[src/hdl/cltok_pkg.sv]
// Shared types, constants and helpers for the command line tokenizer.
package cltok_pkg;

   localparam int QUEUE_DEPTH_DEFAULT = 4;
   localparam int MAX_TOKEN_SLOTS     = 64;
   localparam int MAX_RESULTS         = 3;
   localparam int CSR_INDEX_WIDTH     = 2;

   localparam logic [7:0] CH_NUL    = 8'h00;
   localparam logic [7:0] CH_BSLASH = 8'h5C;
   localparam logic [7:0] CH_DQUOTE = 8'h22;
   localparam logic [7:0] CH_SQUOTE = 8'h27;
   localparam logic [7:0] CH_SPACE  = 8'h20;
   localparam logic [7:0] CH_TAB    = 8'h09;
   localparam logic [7:0] CH_CR     = 8'h0D;

   localparam logic [7:0] BYTE_LIMIT_RESET  = 8'd255;
   localparam logic [6:0] COUNT_LIMIT_RESET = 7'd64;
   localparam logic [6:0] COUNT_CAP         = 7'(MAX_TOKEN_SLOTS);

   typedef enum logic [CSR_INDEX_WIDTH-1:0] {
      CSR_BYTE_LIMIT  = 2'd0,
      CSR_COUNT_LIMIT = 2'd1
   } csr_index_type;

   typedef enum logic [1:0] {
      MODE_BETWEEN = 2'd0,
      MODE_PLAIN   = 2'd1,
      MODE_QUOTED  = 2'd2
   } scan_mode_type;

   typedef enum logic [1:0] {
      KIND_BYTE      = 2'd0,
      KIND_TOKEN_END = 2'd1,
      KIND_LINE_END  = 2'd2
   } result_kind_type;

   typedef enum logic [1:0] {
      OP_NONE      = 2'd0,
      OP_ADD       = 2'd1,
      OP_END_TOKEN = 2'd2,
      OP_END_LINE  = 2'd3
   } op_type;

   typedef struct packed {
      result_kind_type kind;
      logic [7:0]      data_byte;
      logic [5:0]      token_number;
      logic [7:0]      token_length;
      logic            length_cut;
      logic [6:0]      token_total;
      logic            count_cut;
   } result_type;

   typedef struct packed {
      logic [1:0]                       count;
      result_type [MAX_RESULTS-1:0]     slot;
   } bundle_type;

   function automatic logic is_ws(input logic [7:0] b);
      return (b == CH_SPACE) || ((b >= CH_TAB) && (b <= CH_CR));
   endfunction

endpackage

[src/hdl/cltok_front.sv]
// Front end: accept line bytes, scan them and build the result bundle of each byte.
module cltok_front (
   input  logic                                   clock,
   input  logic                                   reset,
   input  logic                                   req_valid,
   output logic                                   req_stall,
   input  logic [7:0]                             req_line_byte,
   input  logic                                   csr_valid,
   output logic                                   csr_ready,
   input  logic [cltok_pkg::CSR_INDEX_WIDTH-1:0]  csr_index,
   input  logic [7:0]                             csr_data,
   input  logic                                   queue_full,
   output logic                                   push,
   output cltok_pkg::bundle_type                  push_bundle
);
   import cltok_pkg::*;

   scan_mode_type mode_ff, mode_in, mode_dec;
   logic          quote_double_ff, quote_double_in, quote_double_dec;
   logic          bs_pending_ff, bs_pending_in, bs_pending_dec;
   logic          line_over_ff, line_over_in, line_over_dec;
   logic [6:0]    tokens_done_ff, tokens_done_in;
   logic [7:0]    bytes_in_token_ff, bytes_in_token_in;
   logic          token_over_ff, token_over_in;
   logic [7:0]    byte_limit_ff;
   logic [6:0]    count_limit_ff;

   op_type        op_kind [MAX_RESULTS];
   logic [7:0]    op_byte [MAX_RESULTS];
   logic [7:0]    closing_quote;
   logic [6:0]    count_eff;
   logic          accept;
   bundle_type    bundle;

   assign accept    = req_valid && !queue_full;
   assign req_stall = queue_full;
   assign csr_ready = 1'b1;
   assign closing_quote = quote_double_ff ? CH_DQUOTE : CH_SQUOTE;
   assign count_eff  = (count_limit_ff > COUNT_CAP) ? COUNT_CAP : count_limit_ff;

   // classify the byte into a short list of operations
   always_comb begin
      logic [7:0] b;
      b = req_line_byte;
      mode_dec         = mode_ff;
      quote_double_dec = quote_double_ff;
      bs_pending_dec   = bs_pending_ff;
      line_over_dec    = line_over_ff;
      for (int i = 0; i < MAX_RESULTS; i++) begin
         op_kind[i] = OP_NONE;
         op_byte[i] = b;
      end
      unique case (mode_ff)
         MODE_PLAIN: begin
            if (bs_pending_ff) begin
               bs_pending_dec = 1'b0;
               if (b == CH_NUL) begin
                  op_kind[0] = OP_ADD;
                  op_byte[0] = CH_BSLASH;
                  op_kind[1] = OP_END_TOKEN;
                  op_kind[2] = OP_END_LINE;
               end else begin
                  op_kind[0] = OP_ADD;
               end
            end else if (b == CH_NUL) begin
               op_kind[0] = OP_END_TOKEN;
               op_kind[1] = OP_END_LINE;
            end else if (is_ws(b)) begin
               op_kind[0] = OP_END_TOKEN;
            end else if (b == CH_BSLASH) begin
               bs_pending_dec = 1'b1;
            end else begin
               op_kind[0] = OP_ADD;
            end
         end
         MODE_QUOTED: begin
            if (bs_pending_ff) begin
               bs_pending_dec = 1'b0;
               if (b == closing_quote || b == CH_BSLASH) begin
                  op_kind[0] = OP_ADD;
               end else if (b == CH_NUL) begin
                  op_kind[0] = OP_ADD;
                  op_byte[0] = CH_BSLASH;
                  op_kind[1] = OP_END_TOKEN;
                  op_kind[2] = OP_END_LINE;
               end else begin
                  op_kind[0] = OP_ADD;
                  op_byte[0] = CH_BSLASH;
                  op_kind[1] = OP_ADD;
               end
            end else if (b == CH_NUL) begin
               op_kind[0] = OP_END_TOKEN;
               op_kind[1] = OP_END_LINE;
            end else if (b == closing_quote) begin
               op_kind[0] = OP_END_TOKEN;
            end else if (b == CH_BSLASH) begin
               bs_pending_dec = 1'b1;
            end else begin
               op_kind[0] = OP_ADD;
            end
         end
         default: begin
            mode_dec = MODE_BETWEEN;
            if (b == CH_NUL) begin
               op_kind[0] = OP_END_LINE;
            end else if (is_ws(b)) begin
               mode_dec = MODE_BETWEEN;
            end else if (tokens_done_ff >= count_eff) begin
               line_over_dec = 1'b1;
            end else if (b == CH_DQUOTE || b == CH_SQUOTE) begin
               mode_dec         = MODE_QUOTED;
               quote_double_dec = (b == CH_DQUOTE);
            end else begin
               mode_dec = MODE_PLAIN;
               if (b == CH_BSLASH) begin
                  bs_pending_dec = 1'b1;
               end else begin
                  op_kind[0] = OP_ADD;
               end
            end
         end
      endcase
   end

   // apply the operations in order: next state and emitted results
   always_comb begin
      logic [1:0] n;
      n                 = 2'd0;
      bundle            = '0;
      mode_in           = mode_dec;
      quote_double_in   = quote_double_dec;
      bs_pending_in     = bs_pending_dec;
      line_over_in      = line_over_dec;
      tokens_done_in    = tokens_done_ff;
      bytes_in_token_in = bytes_in_token_ff;
      token_over_in     = token_over_ff;
      for (int i = 0; i < MAX_RESULTS; i++) begin
         unique case (op_kind[i])
            OP_ADD: begin
               if (bytes_in_token_in < byte_limit_ff) begin
                  bundle.slot[n].kind         = KIND_BYTE;
                  bundle.slot[n].data_byte    = op_byte[i];
                  bundle.slot[n].token_number = tokens_done_in[5:0];
                  n                 = n + 2'd1;
                  bytes_in_token_in = bytes_in_token_in + 8'd1;
               end else begin
                  token_over_in = 1'b1;
               end
            end
            OP_END_TOKEN: begin
               bundle.slot[n].kind         = KIND_TOKEN_END;
               bundle.slot[n].token_number = tokens_done_in[5:0];
               bundle.slot[n].token_length = bytes_in_token_in;
               bundle.slot[n].length_cut   = token_over_in;
               n                 = n + 2'd1;
               tokens_done_in    = tokens_done_in + 7'd1;
               bytes_in_token_in = 8'd0;
               token_over_in     = 1'b0;
               bs_pending_in     = 1'b0;
               quote_double_in   = 1'b0;
               mode_in           = MODE_BETWEEN;
            end
            OP_END_LINE: begin
               bundle.slot[n].kind        = KIND_LINE_END;
               bundle.slot[n].token_total = tokens_done_in;
               bundle.slot[n].count_cut   = line_over_in;
               n                 = n + 2'd1;
               tokens_done_in    = 7'd0;
               bytes_in_token_in = 8'd0;
               token_over_in     = 1'b0;
               bs_pending_in     = 1'b0;
               quote_double_in   = 1'b0;
               line_over_in      = 1'b0;
               mode_in           = MODE_BETWEEN;
            end
            default: begin
               n = n;
            end
         endcase
      end
      bundle.count = n;
   end

   assign push        = accept && (bundle.count != 2'd0);
   assign push_bundle = bundle;

   always_ff @(posedge clock) begin
      if (reset) begin
         mode_ff           <= MODE_BETWEEN;
         quote_double_ff   <= 1'b0;
         bs_pending_ff     <= 1'b0;
         line_over_ff      <= 1'b0;
         tokens_done_ff    <= 7'd0;
         bytes_in_token_ff <= 8'd0;
         token_over_ff     <= 1'b0;
      end else if (accept) begin
         mode_ff           <= mode_in;
         quote_double_ff   <= quote_double_in;
         bs_pending_ff     <= bs_pending_in;
         line_over_ff      <= line_over_in;
         tokens_done_ff    <= tokens_done_in;
         bytes_in_token_ff <= bytes_in_token_in;
         token_over_ff     <= token_over_in;
      end
   end

   always_ff @(posedge clock) begin
      if (reset) begin
         byte_limit_ff  <= BYTE_LIMIT_RESET;
         count_limit_ff <= COUNT_LIMIT_RESET;
      end else if (csr_valid && csr_ready) begin
         unique case (csr_index)
            CSR_BYTE_LIMIT:  byte_limit_ff  <= csr_data;
            CSR_COUNT_LIMIT: count_limit_ff <= csr_data[6:0];
            default:         byte_limit_ff  <= byte_limit_ff;
         endcase
      end
   end

endmodule

[src/hdl/cltok_queue.sv]
// Bundle queue between the scanning front end and the result serialiser.
module cltok_queue #(
   parameter int DEPTH = cltok_pkg::QUEUE_DEPTH_DEFAULT
) (
   input  logic                  clock,
   input  logic                  reset,
   input  logic                  push,
   input  cltok_pkg::bundle_type push_bundle,
   output logic                  full,
   input  logic                  pop,
   output logic                  head_valid,
   output cltok_pkg::bundle_type head
);
   import cltok_pkg::*;

   localparam int PW = (DEPTH > 1) ? $clog2(DEPTH) : 1;
   localparam int CW = $clog2(DEPTH + 1);

   bundle_type    store_ff [DEPTH];
   logic [PW-1:0] wr_ptr_ff, wr_ptr_in;
   logic [PW-1:0] rd_ptr_ff, rd_ptr_in;
   logic [CW-1:0] count_ff, count_in;

   assign full       = (count_ff == CW'(DEPTH));
   assign head_valid = (count_ff != '0);
   assign head       = store_ff[rd_ptr_ff];

   always_comb begin
      wr_ptr_in = wr_ptr_ff;
      rd_ptr_in = rd_ptr_ff;
      count_in  = count_ff;
      if (push) begin
         wr_ptr_in = (wr_ptr_ff == PW'(DEPTH - 1)) ? '0 : wr_ptr_ff + 1'b1;
      end
      if (pop) begin
         rd_ptr_in = (rd_ptr_ff == PW'(DEPTH - 1)) ? '0 : rd_ptr_ff + 1'b1;
      end
      if (push && !pop) begin
         count_in = count_ff + 1'b1;
      end else if (pop && !push) begin
         count_in = count_ff - 1'b1;
      end
   end

   always_ff @(posedge clock) begin
      if (reset) begin
         wr_ptr_ff <= '0;
         rd_ptr_ff <= '0;
         count_ff  <= '0;
      end else begin
         wr_ptr_ff <= wr_ptr_in;
         rd_ptr_ff <= rd_ptr_in;
         count_ff  <= count_in;
      end
   end

   always_ff @(posedge clock) begin
      if (push) begin
         store_ff[wr_ptr_ff] <= push_bundle;
      end
   end

`ifndef ASSERT_OFF
   a_no_pop_empty: assert property (@(posedge clock) disable iff (reset)
      pop |-> head_valid)
      else $error("queue popped while empty");
   a_no_push_full: assert property (@(posedge clock) disable iff (reset)
      push |-> !full)
      else $error("queue pushed while full");
   a_count_up: assert property (@(posedge clock) disable iff (reset)
      (push && !pop) |=> count_ff == CW'($past(count_ff) + 1'b1))
      else $error("queue count failed to rise");
   a_head_count: assert property (@(posedge clock) disable iff (reset)
      head_valid |-> head.count != 2'd0)
      else $error("queue holds an empty bundle");
`endif

endmodule

[src/hdl/cltok_back.sv]
// Back end: unload bundles one result at a time into the response register.
module cltok_back (
   input  logic                  clock,
   input  logic                  reset,
   input  logic                  head_valid,
   input  cltok_pkg::bundle_type head,
   output logic                  pop,
   output logic                  rsp_valid,
   input  logic                  rsp_stall,
   output logic [1:0]            rsp_result_kind,
   output logic [7:0]            rsp_data_byte,
   output logic [5:0]            rsp_token_number,
   output logic [7:0]            rsp_token_length,
   output logic                  rsp_length_cut,
   output logic [6:0]            rsp_token_total,
   output logic                  rsp_count_cut,
   output logic                  rsp_last_of_run
);
   import cltok_pkg::*;

   logic [1:0] slot_ff, slot_in;
   logic       rsp_valid_ff, rsp_valid_in;
   result_type rsp_ff;
   logic       rsp_last_ff;
   logic       load;
   logic       last;

   assign load = head_valid && (!rsp_valid_ff || !rsp_stall);
   assign last = (slot_ff == (head.count - 2'd1));
   assign pop  = load && last;

   always_comb begin
      slot_in      = slot_ff;
      rsp_valid_in = rsp_valid_ff && rsp_stall;
      if (load) begin
         slot_in      = last ? 2'd0 : slot_ff + 2'd1;
         rsp_valid_in = 1'b1;
      end
   end

   always_ff @(posedge clock) begin
      if (reset) begin
         slot_ff      <= 2'd0;
         rsp_valid_ff <= 1'b0;
      end else begin
         slot_ff      <= slot_in;
         rsp_valid_ff <= rsp_valid_in;
      end
   end

   always_ff @(posedge clock) begin
      if (load) begin
         rsp_ff      <= head.slot[slot_ff];
         rsp_last_ff <= last;
      end
   end

   assign rsp_valid        = rsp_valid_ff;
   assign rsp_result_kind  = rsp_ff.kind;
   assign rsp_data_byte    = rsp_ff.data_byte;
   assign rsp_token_number = rsp_ff.token_number;
   assign rsp_token_length = rsp_ff.token_length;
   assign rsp_length_cut   = rsp_ff.length_cut;
   assign rsp_token_total  = rsp_ff.token_total;
   assign rsp_count_cut    = rsp_ff.count_cut;
   assign rsp_last_of_run  = rsp_last_ff;

endmodule

[src/hdl/command_line_tokenizer_core.sv]
// Top level of the command line tokenizer: front end, bundle queue and serialiser.
//
//   channel   direction  handshake               payload
//   req_      in         req_valid / req_stall   req_line_byte
//   rsp_      out        rsp_valid / rsp_stall   kind, byte, token number, length, flags
//   csr_      in         csr_valid / csr_ready   csr_index, csr_data
//
// One request is taken per cycle while the bundle queue has room.
// Each request yields zero to three results; results leave one per cycle while rsp_stall
// is low, so runs of multi-result requests fill the queue (QUEUE_DEPTH bundles) and
// raise req_stall until the serialiser catches up.
// Synchronous reset clears the scan state and restores both limits; no clearing pass.
module command_line_tokenizer_core #(
   parameter int QUEUE_DEPTH = cltok_pkg::QUEUE_DEPTH_DEFAULT
) (
   input  logic                                   clock,
   input  logic                                   reset,
   input  logic                                   req_valid,
   output logic                                   req_stall,
   input  logic [7:0]                             req_line_byte,
   output logic                                   rsp_valid,
   input  logic                                   rsp_stall,
   output logic [1:0]                             rsp_result_kind,
   output logic [7:0]                             rsp_data_byte,
   output logic [5:0]                             rsp_token_number,
   output logic [7:0]                             rsp_token_length,
   output logic                                   rsp_length_cut,
   output logic [6:0]                             rsp_token_total,
   output logic                                   rsp_count_cut,
   output logic                                   rsp_last_of_run,
   input  logic                                   csr_valid,
   output logic                                   csr_ready,
   input  logic [cltok_pkg::CSR_INDEX_WIDTH-1:0]  csr_index,
   input  logic [7:0]                             csr_data
);
   import cltok_pkg::*;

   logic       queue_full;
   logic       push;
   bundle_type push_bundle;
   logic       pop;
   logic       head_valid;
   bundle_type head;

   cltok_front u_front (
      .clock         (clock),
      .reset         (reset),
      .req_valid     (req_valid),
      .req_stall     (req_stall),
      .req_line_byte (req_line_byte),
      .csr_valid     (csr_valid),
      .csr_ready     (csr_ready),
      .csr_index     (csr_index),
      .csr_data      (csr_data),
      .queue_full    (queue_full),
      .push          (push),
      .push_bundle   (push_bundle)
   );

   cltok_queue #(
      .DEPTH (QUEUE_DEPTH)
   ) u_queue (
      .clock       (clock),
      .reset       (reset),
      .push        (push),
      .push_bundle (push_bundle),
      .full        (queue_full),
      .pop         (pop),
      .head_valid  (head_valid),
      .head        (head)
   );

   cltok_back u_back (
      .clock            (clock),
      .reset            (reset),
      .head_valid       (head_valid),
      .head             (head),
      .pop              (pop),
      .rsp_valid        (rsp_valid),
      .rsp_stall        (rsp_stall),
      .rsp_result_kind  (rsp_result_kind),
      .rsp_data_byte    (rsp_data_byte),
      .rsp_token_number (rsp_token_number),
      .rsp_token_length (rsp_token_length),
      .rsp_length_cut   (rsp_length_cut),
      .rsp_token_total  (rsp_token_total),
      .rsp_count_cut    (rsp_count_cut),
      .rsp_last_of_run  (rsp_last_of_run)
   );

endmodule
[config.mk]
export PLATFORM = sky130hd
export DESIGN_NAME = command_line_tokenizer_core
export DESIGN_NICKNAME = d
export VERILOG_FILES = /design/src/hdl/cltok_pkg.sv /design/src/hdl/cltok_front.sv /design/src/hdl/cltok_queue.sv /design/src/hdl/cltok_back.sv /design/src/hdl/command_line_tokenizer_core.sv
export SDC_FILE = /design/constraint.sdc
export NUM_CORES = 1
export LEC_CHECK = 0
export ABC_AREA = 1
export BUFFER_PORTS_ARGS = -buffer_cell sky130_fd_sc_hd__buf_2
export CAP_MARGIN = 20
export CORE_ASPECT_RATIO = 0.9
export CORE_UTILIZATION = 50
export DETAILED_ROUTE_END_ITERATION = 8
export HOLD_SLACK_MARGIN = 0.05
export PLACE_DENSITY = 0.67
export SLEW_MARGIN = 10
export SYNTH_ARGS = -nofsm -noshare
export SYNTH_HDL_FRONTEND = slang
export SYNTH_SLANG_ARGS = --single-unit
[constraint.sdc]
create_clock -name clock -period 9.6 [get_ports clock]
set_clock_uncertainty 0.05 [all_clocks]
set_input_delay 0.48 -clock clock [delete_from_list [all_inputs] [get_ports clock]]
set_output_delay 0.48 -clock clock [all_outputs]
set_load 0.03 [all_outputs]
==> results.md, run 1 <==
- Outcome: complete, no violations
- Switching portion of total power: 35.40%
- Starting density of the core: 50.90%
- Post-CTS Setup Bufs: 0
- Footprint of the multi-input gates: between 0.005 and 0.006 mm2
- Most frequent cells in the layout: edfxtp_1 (342), nor2_1 (308), o21ai_0 (224)
- Setup TNS: 0 ps
- CTS buffer count: approximately 40
- Dominant synthesized flop cell: edfxtp_1
- First drt pass iteration count: 6
- Mapped Area: roughly 0.018 mm2
- Setup Viol. Count Final: 0
- Syn nets: approximately 1,800
- Switching power total: between 0.0015 and 0.002 W
- Final Cycle Share: between 60% and 70%
- Post-Synth Simple-Gate Area: between 15 and 20%
- Avg Cell Area, Syn: between 10 and 15 um2
- FF/Latch Area: 0.01124 mm2
- Buffers on Ports: between 50 and 60
- Power density over the cells: between 200 and 300 mW/mm2
- N_diodes: 0
- Via-to-Cell Ratio: between 5 and 6
- FF+latch count, synth: 390
- Worst path max stage delay: 810 ps
- Int Power: roughly 0.0036 W
- Die Span X: between 200 and 250 um
- Proportion of synthesized area in mux cells: 0%
- Synth cell types: between 50 and 60
- Max IR drop VDD: around 0.00015 V
- Adder and majority gate portion of the synthesized area: between 2 and 3%
- Relative slew margins: 29.56%
- Gpl congestion: slightly above 0.9
- Async SR Flop Fraction: 0%
- FMAX: between 150 and 200 MHz
- Root Driver: clkbuf_16
- Max-cap viol count: 0
- CP Capture Type: flip-flop
- Worst-margin pin slew: 1057 ps
- Largest net degree at the start of global routing: about 100
- I/O pins: 60
- Layout cells sized above 1: 12.37%
- Post-synth EDFFs: around 340
- Max-slew violations: 0
- Final hold violation count: 0
- Final WL: approximately 45,000 um
- Main combinational cell family by area after synthesis: simple AND/OR/NAND/NOR gates
- Worst EP required: around 9700 ps
- CP max FO: between 40 and 50
- Most used cell, CP: nand2_1
- Power share of the combinational group: 29.8%
- Seq pwr share: roughly 41%
- Compound-cell area share of the yosys netlist: 13.86%
- Vias in the first global route: roughly 12,000
- Unrepaired setup endpoints after global routing: no
- Grt ovf: 0
- Clock Tree Buf Depth: 3
- Total Power: roughly 0.0056 W
- Final Critical Period: around 6400 ps
- Clock share of power: 29.5%
- Clock latency on the worst-skew pair: around 550 ps
- YS warnings: 0
- Placement Rows: between 60 and 70
- Xor/xnor share of the synthesized area: less than 1%
- LEAKAGE: between 7 and 8 nW
- Commonest non-fill, non-tap cell in the layout: edfxtp_1
- Die Ht: ~180 um
- Remaining DRCs: 0
- GR Util All Layers: about a quarter
- Die Area: roughly 0.037 mm2
- Setup CP Type: reg2reg
- Via count: approximately 13,000
- # fillers: ~3,000
- ANT nets after route: 0
- Register area share after synthesis: a little over three fifths
- Hold_buf cts: 0
- Worst path slowest cell: nor2_4
- DRT iter0 DRCs: about 1,400
- WL/cell: roughly 20 um
- Min-delay worst type: in2reg
- Core footprint: ~0.035 mm2
- Worst Setup Start Kind: flip-flop
- Initial antenna violation count: 1
- First-pass GRT wire length: between 60,000 and 70,000 um
- CTS tree: built
- # resized after CTS: 0
- Clock transition at path regs: about 60 ps
- Nets: about 1,800
- Arrival @ worst endpoint: around 6500 ps
- Sink Count: just under 400
- Area Growth Syn to Fin: 11.58%
- Post-DP HPWL: ~27,000 um
- H-tree levels: 2
- Cell count after synthesis: 1,715
[cell families (layout without fill, tap and decap cells)]
family	count (synthesis)	in the layout
AOI/OAI and AO/OA	430	430
other	1	1
adders and majority gates	38	38
DFF	390	390
buffers and inverters	213	277
xor gates and xnor gates	10	10
and+or+nand+nor	633	633
[worst max-delay path: cells and delay by family (launching register included)]
kind / cells / cell delay, ps
AND/OR/NAND/NOR: 23 / 3170
buffers and inverters: 3 / 880
AO/OA/AOI/OAI: 3 / 490
flip-flops: 1 / 330
adder cells (fa/ha/maj): 4 / 1030
[final timing paths]
path,slack (ps),from,end,cells after the start
setup reg to reg,3200,u_front.count_limit_ff[5],u_queue.store_ff[1][37],33
hold / removal,110,csr_data[0],u_front.byte_limit_ff[0],3
hold reg to reg,410,u_front.quote_double_ff,u_front.quote_double_ff,2
setup / recovery,3200,u_front.count_limit_ff[5],u_queue.store_ff[1][37],33
[layer usage]
metal | part of all wire [%] | track usage [%] | vias to the layer above
li1 | - | - | 6143
met1 | 45 | 34.35 | 6300
met2 | 46 | 39.09 | 448
met3 | 7.1 | 4.271 | 77
met4 | 2.2 | 7.061 | 0
met5 | 0 | 0 | -
[state kept, by name (all words and copies together) (netlist names), 2 cells and up, named ones only]
name and flops:
u_queue.rd_ptr_ff 2, u_back.rsp_result_kind 2, u_back.rsp_token_total 7, u_queue.store_ff 308, u_back.rsp_data_byte 8, u_queue.wr_ptr_ff 2, u_front.bytes_in_token_ff 8, u_queue.count_ff 3
u_front.count_limit_ff 7, u_front.tokens_done_ff 7, u_back.slot_ff 2, u_front.mode_ff 2, u_back.rsp_token_number 6, u_front.byte_limit_ff 8, u_back.rsp_token_length 8
[Yosys cell counts (2+ instances only)]
cell type  instances  area, um2
ha_1              37      462.9
a32o_1             9      90.09
buf_1              4      15.01
or2_2              2      12.51
o21a_1             2      15.01
o31ai_1            4      30.03
a221oi_1           4      35.03
xor2_1             9      78.83
o22ai_1           47      294.0
nor2_1           312       1171
o211ai_1          14      105.1
nor2_2             6      37.54
nand2_2           12      75.07
nand2_1          192      720.7
o221ai_1          14      122.6
inv_1            106      397.9
buf_4              2      15.01
a21oi_1           63      315.3
buf_2              3      15.01
o21ai_1           10      50.05
nand2_4            7      78.83
edfxtp_1         342      10270
nor3_1            16      80.08
clkbuf_1          69      259.0
o21ai_0          225       1126
inv_2             20      75.07
buf_6              2      22.52
nor2_4             7      78.83
nand3_1           57      285.3
nand3_2            6      60.06
or2_4              2      17.52
clkinv_1           5      18.77
o21ai_2            2      17.52
a31oi_1           24      150.1
o22ai_2            2      25.02
a211oi_1           2      15.01
nand4_1            8      50.05
dfxtp_1           48      960.9
[metrics by stage]
stage          worst slack, ps  instance area [um2]  std cells  hold WS [ps]  utilization [%]
2_1_floorplan             1953                17880       1715         393.6                -
3_3_place_gp              3323                18550       2174         400.9            52.80
3_5_place_dp              3225                18550       2174         408.2            52.80
4_1_cts                   3194                19960       2248         91.46            56.80
5_1_grt                   2583                19960       2248         112.0            56.80
6_report                  3204                19960       2248         105.0            56.80
[power by group through the flow]
stage                     Clock (W)  Sequential, W  Combinational, W
final                       0.00165        0.00229           0.00167
after global routing        0.00174        0.00231           0.00185
after CTS                   0.00167        0.00229           0.00168
after detailed placement          0        0.00232           0.00167
after global placement            0        0.00232           0.00165
after floorplan                   0        0.00245           0.00104
[cell type report]
cell class	instances	area share [%]
Sequential cell	390	56.30
Multi-Input combinational cell	1112	29.26
Clock buffer	49	5.499
Tap cell	469	2.941
Inverter	132	2.508
Timing Repair Buffer	71	1.944
Clock inverter	25	1.542
Power figures use the tool's default switching activity.
==> inputs of run 2 (changes only) <==
--- a/config.mk
+++ b/config.mk
@@ -5,14 +5,14 @@
 export SDC_FILE = /design/constraint.sdc
 export NUM_CORES = 1
 export LEC_CHECK = 0
-export ABC_AREA = 1
+export ABC_AREA = 0
 export BUFFER_PORTS_ARGS = -buffer_cell sky130_fd_sc_hd__buf_2
 export CAP_MARGIN = 20
 export CORE_ASPECT_RATIO = 0.9
 export CORE_UTILIZATION = 50
 export DETAILED_ROUTE_END_ITERATION = 8
 export HOLD_SLACK_MARGIN = 0.05
-export PLACE_DENSITY = 0.67
+export PLACE_DENSITY = 0.7
 export SLEW_MARGIN = 10
 export SYNTH_ARGS = -nofsm -noshare
 export SYNTH_HDL_FRONTEND = slang
==> constraint.sdc (replaced) <==
create_clock -name clock -period 5.2 [get_ports clock]
set_clock_uncertainty 0.05 [all_clocks]
set_input_delay 0.26 -clock clock [delete_from_list [all_inputs] [get_ports clock]]
set_output_delay 0.26 -clock clock [all_outputs]
set_load 0.03 [all_outputs]
==> run 2 against run 1 <==
Effect of this change: the flow now finishes with violations (setup timing); clock-buffer cell count increased by 4; synthesized cell count decreased by 34%; critical path type unchanged; largest power group unchanged; die area decreased by 3.7%; register-to-register slack got worse by 3700 ps; flip-flop and latch count unchanged; final area increased by 11%; core utilization increased by 8.3 points; sequential share of layout area decreased by 5.5 points; hold slack got worse by 23 ps.
==> results.md, run 2 <==
- Max IR drop VDD: 0.0002747 V (+86%)
- Largest register FFs: 308 (unchanged)
- Die Area: 0.03518 mm2 (-3.7%)
- I/O pins: 60 (unchanged)
- Root Driver: clkbuf_16
- LEAKAGE: 8.346 nW (+11%)
- Min-delay worst type: in2reg
- Via-to-Cell Ratio: 5.856 (+1.5%)
- Setup CP Type: reg2reg
- CP max FO: 7 (-85%)
- FF+latch count, synth: 390 (unchanged)
- Sink Count: 390 (unchanged)
- Die Span X: 197.6 um (-1.9%)
- Via count: 11,160 (-14%)
- Final hold violation count: 0 (unchanged)
- H-tree levels: 2 (unchanged)
- Remaining DRCs: 0 (unchanged)
- Final WL: 44,930 um (+0.62%)
- FMAX: 175.1 MHz (+12%)
- Mapped Area: 0.01722 mm2 (-3.7%)
- WL/cell: 23.57 um (+19%)
- Final Cycle Share: 109.8% (+43 points)
- Core footprint: 0.03395 mm2 (-3.4%)
- First-pass GRT wire length: 63,640 um (-8.3%)
- Unrepaired setup endpoints after global routing: yes
- Post-DP HPWL: 26,730 um (-2.0%)
- Clock latency on the worst-skew pair: 550 ps (about the same)
- Worst-margin pin slew: 982.0 ps (-74.58 ps)
- # placed instances: 1,768 (-19%)
- Power density over the cells: 451.8 mW/mm2 (+61%)
- Failing checks: setup timing
- N_diodes: 0 (unchanged)
- Die Ht: 178.0 um (-1.9%)
- Initial antenna violation count: 0 (-1)
- Max-cap viol count: 0 (unchanged)
- Avg Cell Area, Syn: 15.14 um2 (+45%)
- # fillers: 2,409 (-20%)
- Design area: 0.02212 mm2 (+11%)
- Area Growth Syn to Fin: 28.47%
- Clock transition at path regs: 60 ps (about the same)
- Starting density of the core: 50.71% (-0.20 points)
- GR Util All Layers: 24.37% (-0.081 points)
- ANT nets after route: 0 (unchanged)
- Total Power: 0.009993 W (+78%)
- Relative slew margins: 34.53% (+5.0 points)
- Register bank with the most flops: u_queue.store_ff
- Cell count after synthesis: 1,137 (-34%)
- CTS tree: built
- Yosys top cell area share: 59.65% (+2.2 points)
- DP Area: 0.01937 mm2 (+4.4%)
- Footprint of the multi-input gates: 0.006057 mm2 (+3.7%)
- Final Critical Period: 5709 ps (-686.8 ps)
- Outcome: complete, but fails checks
- Worst EP required: 5610 ps (-4120 ps)
- Top post-synthesis cells by area: edfxtp_1 (60%), mux4_2 (10%), dfxtp_1 (5.6%)
- Grt ovf: 0 (unchanged)
- Gpl congestion: 0.9508 (+3.4%)
- Async SR Flop Fraction: 0% (unchanged)
- Syn nets: 1,198 (-33%)
- Worst Setup Start Kind: flip-flop
- Clock Tree Buf Depth: 3 (unchanged)
- Post-synth EDFFs: 342 (unchanged)
- DRT iter0 DRCs: 1,022 (-26%)
- CTS buffer count: 42 (+2.4%)
- Post-route insts no fill: 1,906 (-15%)
- First drt pass iteration count: 5 (-1)
- Register area share after synthesis: 65.23% (+2.4 points)
- Vias in the first global route: 10,980 (-12%)
- Reg2reg setup slack: -510 ps (-3710 ps)
- Buffers on Ports: 58 (unchanged)
- Setup Viol. Count Final: 311 (+311)
- Arrival @ worst endpoint: 6120 ps (-400 ps)
- Final worst slack: -509.5 ps (-3713 ps)
- Most area-hungry cell type in the Yosys netlist: edfxtp_1
- Synth cell types: 79 (+39%)
- Layout cells sized above 1: 35.18% (+23 points)
- FF/Latch Area: 0.01124 mm2 (about the same)
- Worst path slowest cell: or3_4
- CP Capture Type: flip-flop
- Nets: 1,473 (-19%)
- Most frequent cells in the layout: edfxtp_1 (342), buf_4 (144), nor2_1 (100)
- Post-synth top cells: edfxtp_1 (342), nor2_1 (103), mux4_2 (77), nand2_1 (64)
- Placement Rows: 64 (-1.5%)
- Largest net degree at the start of global routing: 57 (-42%)
- Max-slew violations: 0 (unchanged)
- Most frequent cell after synthesis: edfxtp_1
- Worst path max stage delay: 370 ps (-440 ps)
- YS warnings: 0 (unchanged)
- Fin util: 65.15% (+8.3 points)
- Dominant synthesized flop cell: edfxtp_1
- Commonest non-fill, non-tap cell in the layout: edfxtp_1
## run 2: report_power, final
| group | internal, W | switching (W) | leakage [nW] | total (W) |
|---|---|---|---|---|
| logic | 0.00128 | 0.00159 | 3.98 | 0.00287 |
| clock network | 0.00172 | 0.00122 | 0.668 | 0.00294 |
| registers | 0.00398 | 0.000202 | 3.70 | 0.00418 |
| total | 0.00698 | 0.00301 | 8.35 | 0.00999 |
## run 2: kinds of logic (layout without fill, tap and decap cells)
kind of cell,count (synthesis),after routing,share of synthesized area [%]
flip-flops,390,390,65.23
AND/OR/NAND/NOR,305,306,9.317
AO/OA/AOI/OAI,157,157,6.243
multiplexers,126,126,12.94
buffers and inverters,97,403,2.275
adder cells (fa/ha/maj),38,38,2.805
XOR/XNOR,23,23,1.170
other,1,1,0.02178
## run 2: area by class of cell
type,count,share of cell area [%]
Inverter,49,0.8542
Timing Repair Buffer,278,12.12
Clock buffer,53,5.170
Tap cell,462,2.613
Multi-Input combinational cell,651,27.38
Sequential cell,390,50.82
Clock inverter,23,1.035
## run 2: layer usage
| layer | GRT usage (%) | vias up | share of wire [%] |
|---|---|---|---|
| met4 | 7.494 | 0 | 2.2 |
| met3 | 3.800 | 54 | 6.2 |
| li1 | - | 4955 | - |
| met2 | 40.04 | 401 | 50 |
| met1 | 33.65 | 5751 | 42 |
| met5 | 0 | - | 0 |
## run 2: per-stage QoR
stage / hold WS (ps) / setup WS, ps / setup TNS (ps)
2_1_floorplan: 327.8 / -587.1 / -162840
5_1_grt: 100.3 / -776.8 / -164810
6_report: 81.97 / -509.5 / -90730
3_5_place_dp: 419.1 / -624.0 / -136330
3_3_place_gp: 410.9 / -505.9 / -94440
4_1_cts: 61.02 / -405.6 / -72590
## run 2: path summary, 6_finish.rpt
| kind | from | to | cells past startpoint |
|---|---|---|---|
| hold reg to reg | u_front.mode_ff[0] | u_front.mode_ff[0] | 2 |
| hold / removal | req_line_byte[3] | u_queue.store_ff[2][59] | 2 |
| setup reg to reg | u_front.count_limit_ff[6] | u_queue.count_ff[2] | 28 |
| setup / recovery | u_front.count_limit_ff[6] | u_queue.count_ff[2] | 28 |
## run 2: worst max-delay path, delay by kind of cell (launching register included)
kind | cells | cell delay (ps)
adders and majority gates | 6 | 1330
AOI/OAI and AO/OA | 9 | 1910
and+or+nand+nor | 7 | 1440
xor gates and xnor gates | 2 | 260
buffers and inverters | 4 | 300
DFF | 1 | 350
## run 2: what timing repair did
| item | 4_1_cts | 5_1_grt |
|---|---|---|
| endpoints found under the setup margin | 377 | 413 |
| buffers inserted | 19 | 21 |
| pin swaps | 6 | 8 |
| gates cloned | 5 | 17 |
| gates resized for setup | 47 | 70 |
| endpoints found under the hold margin | 16 | 0 |
| hold buffers | 9 | 0 |
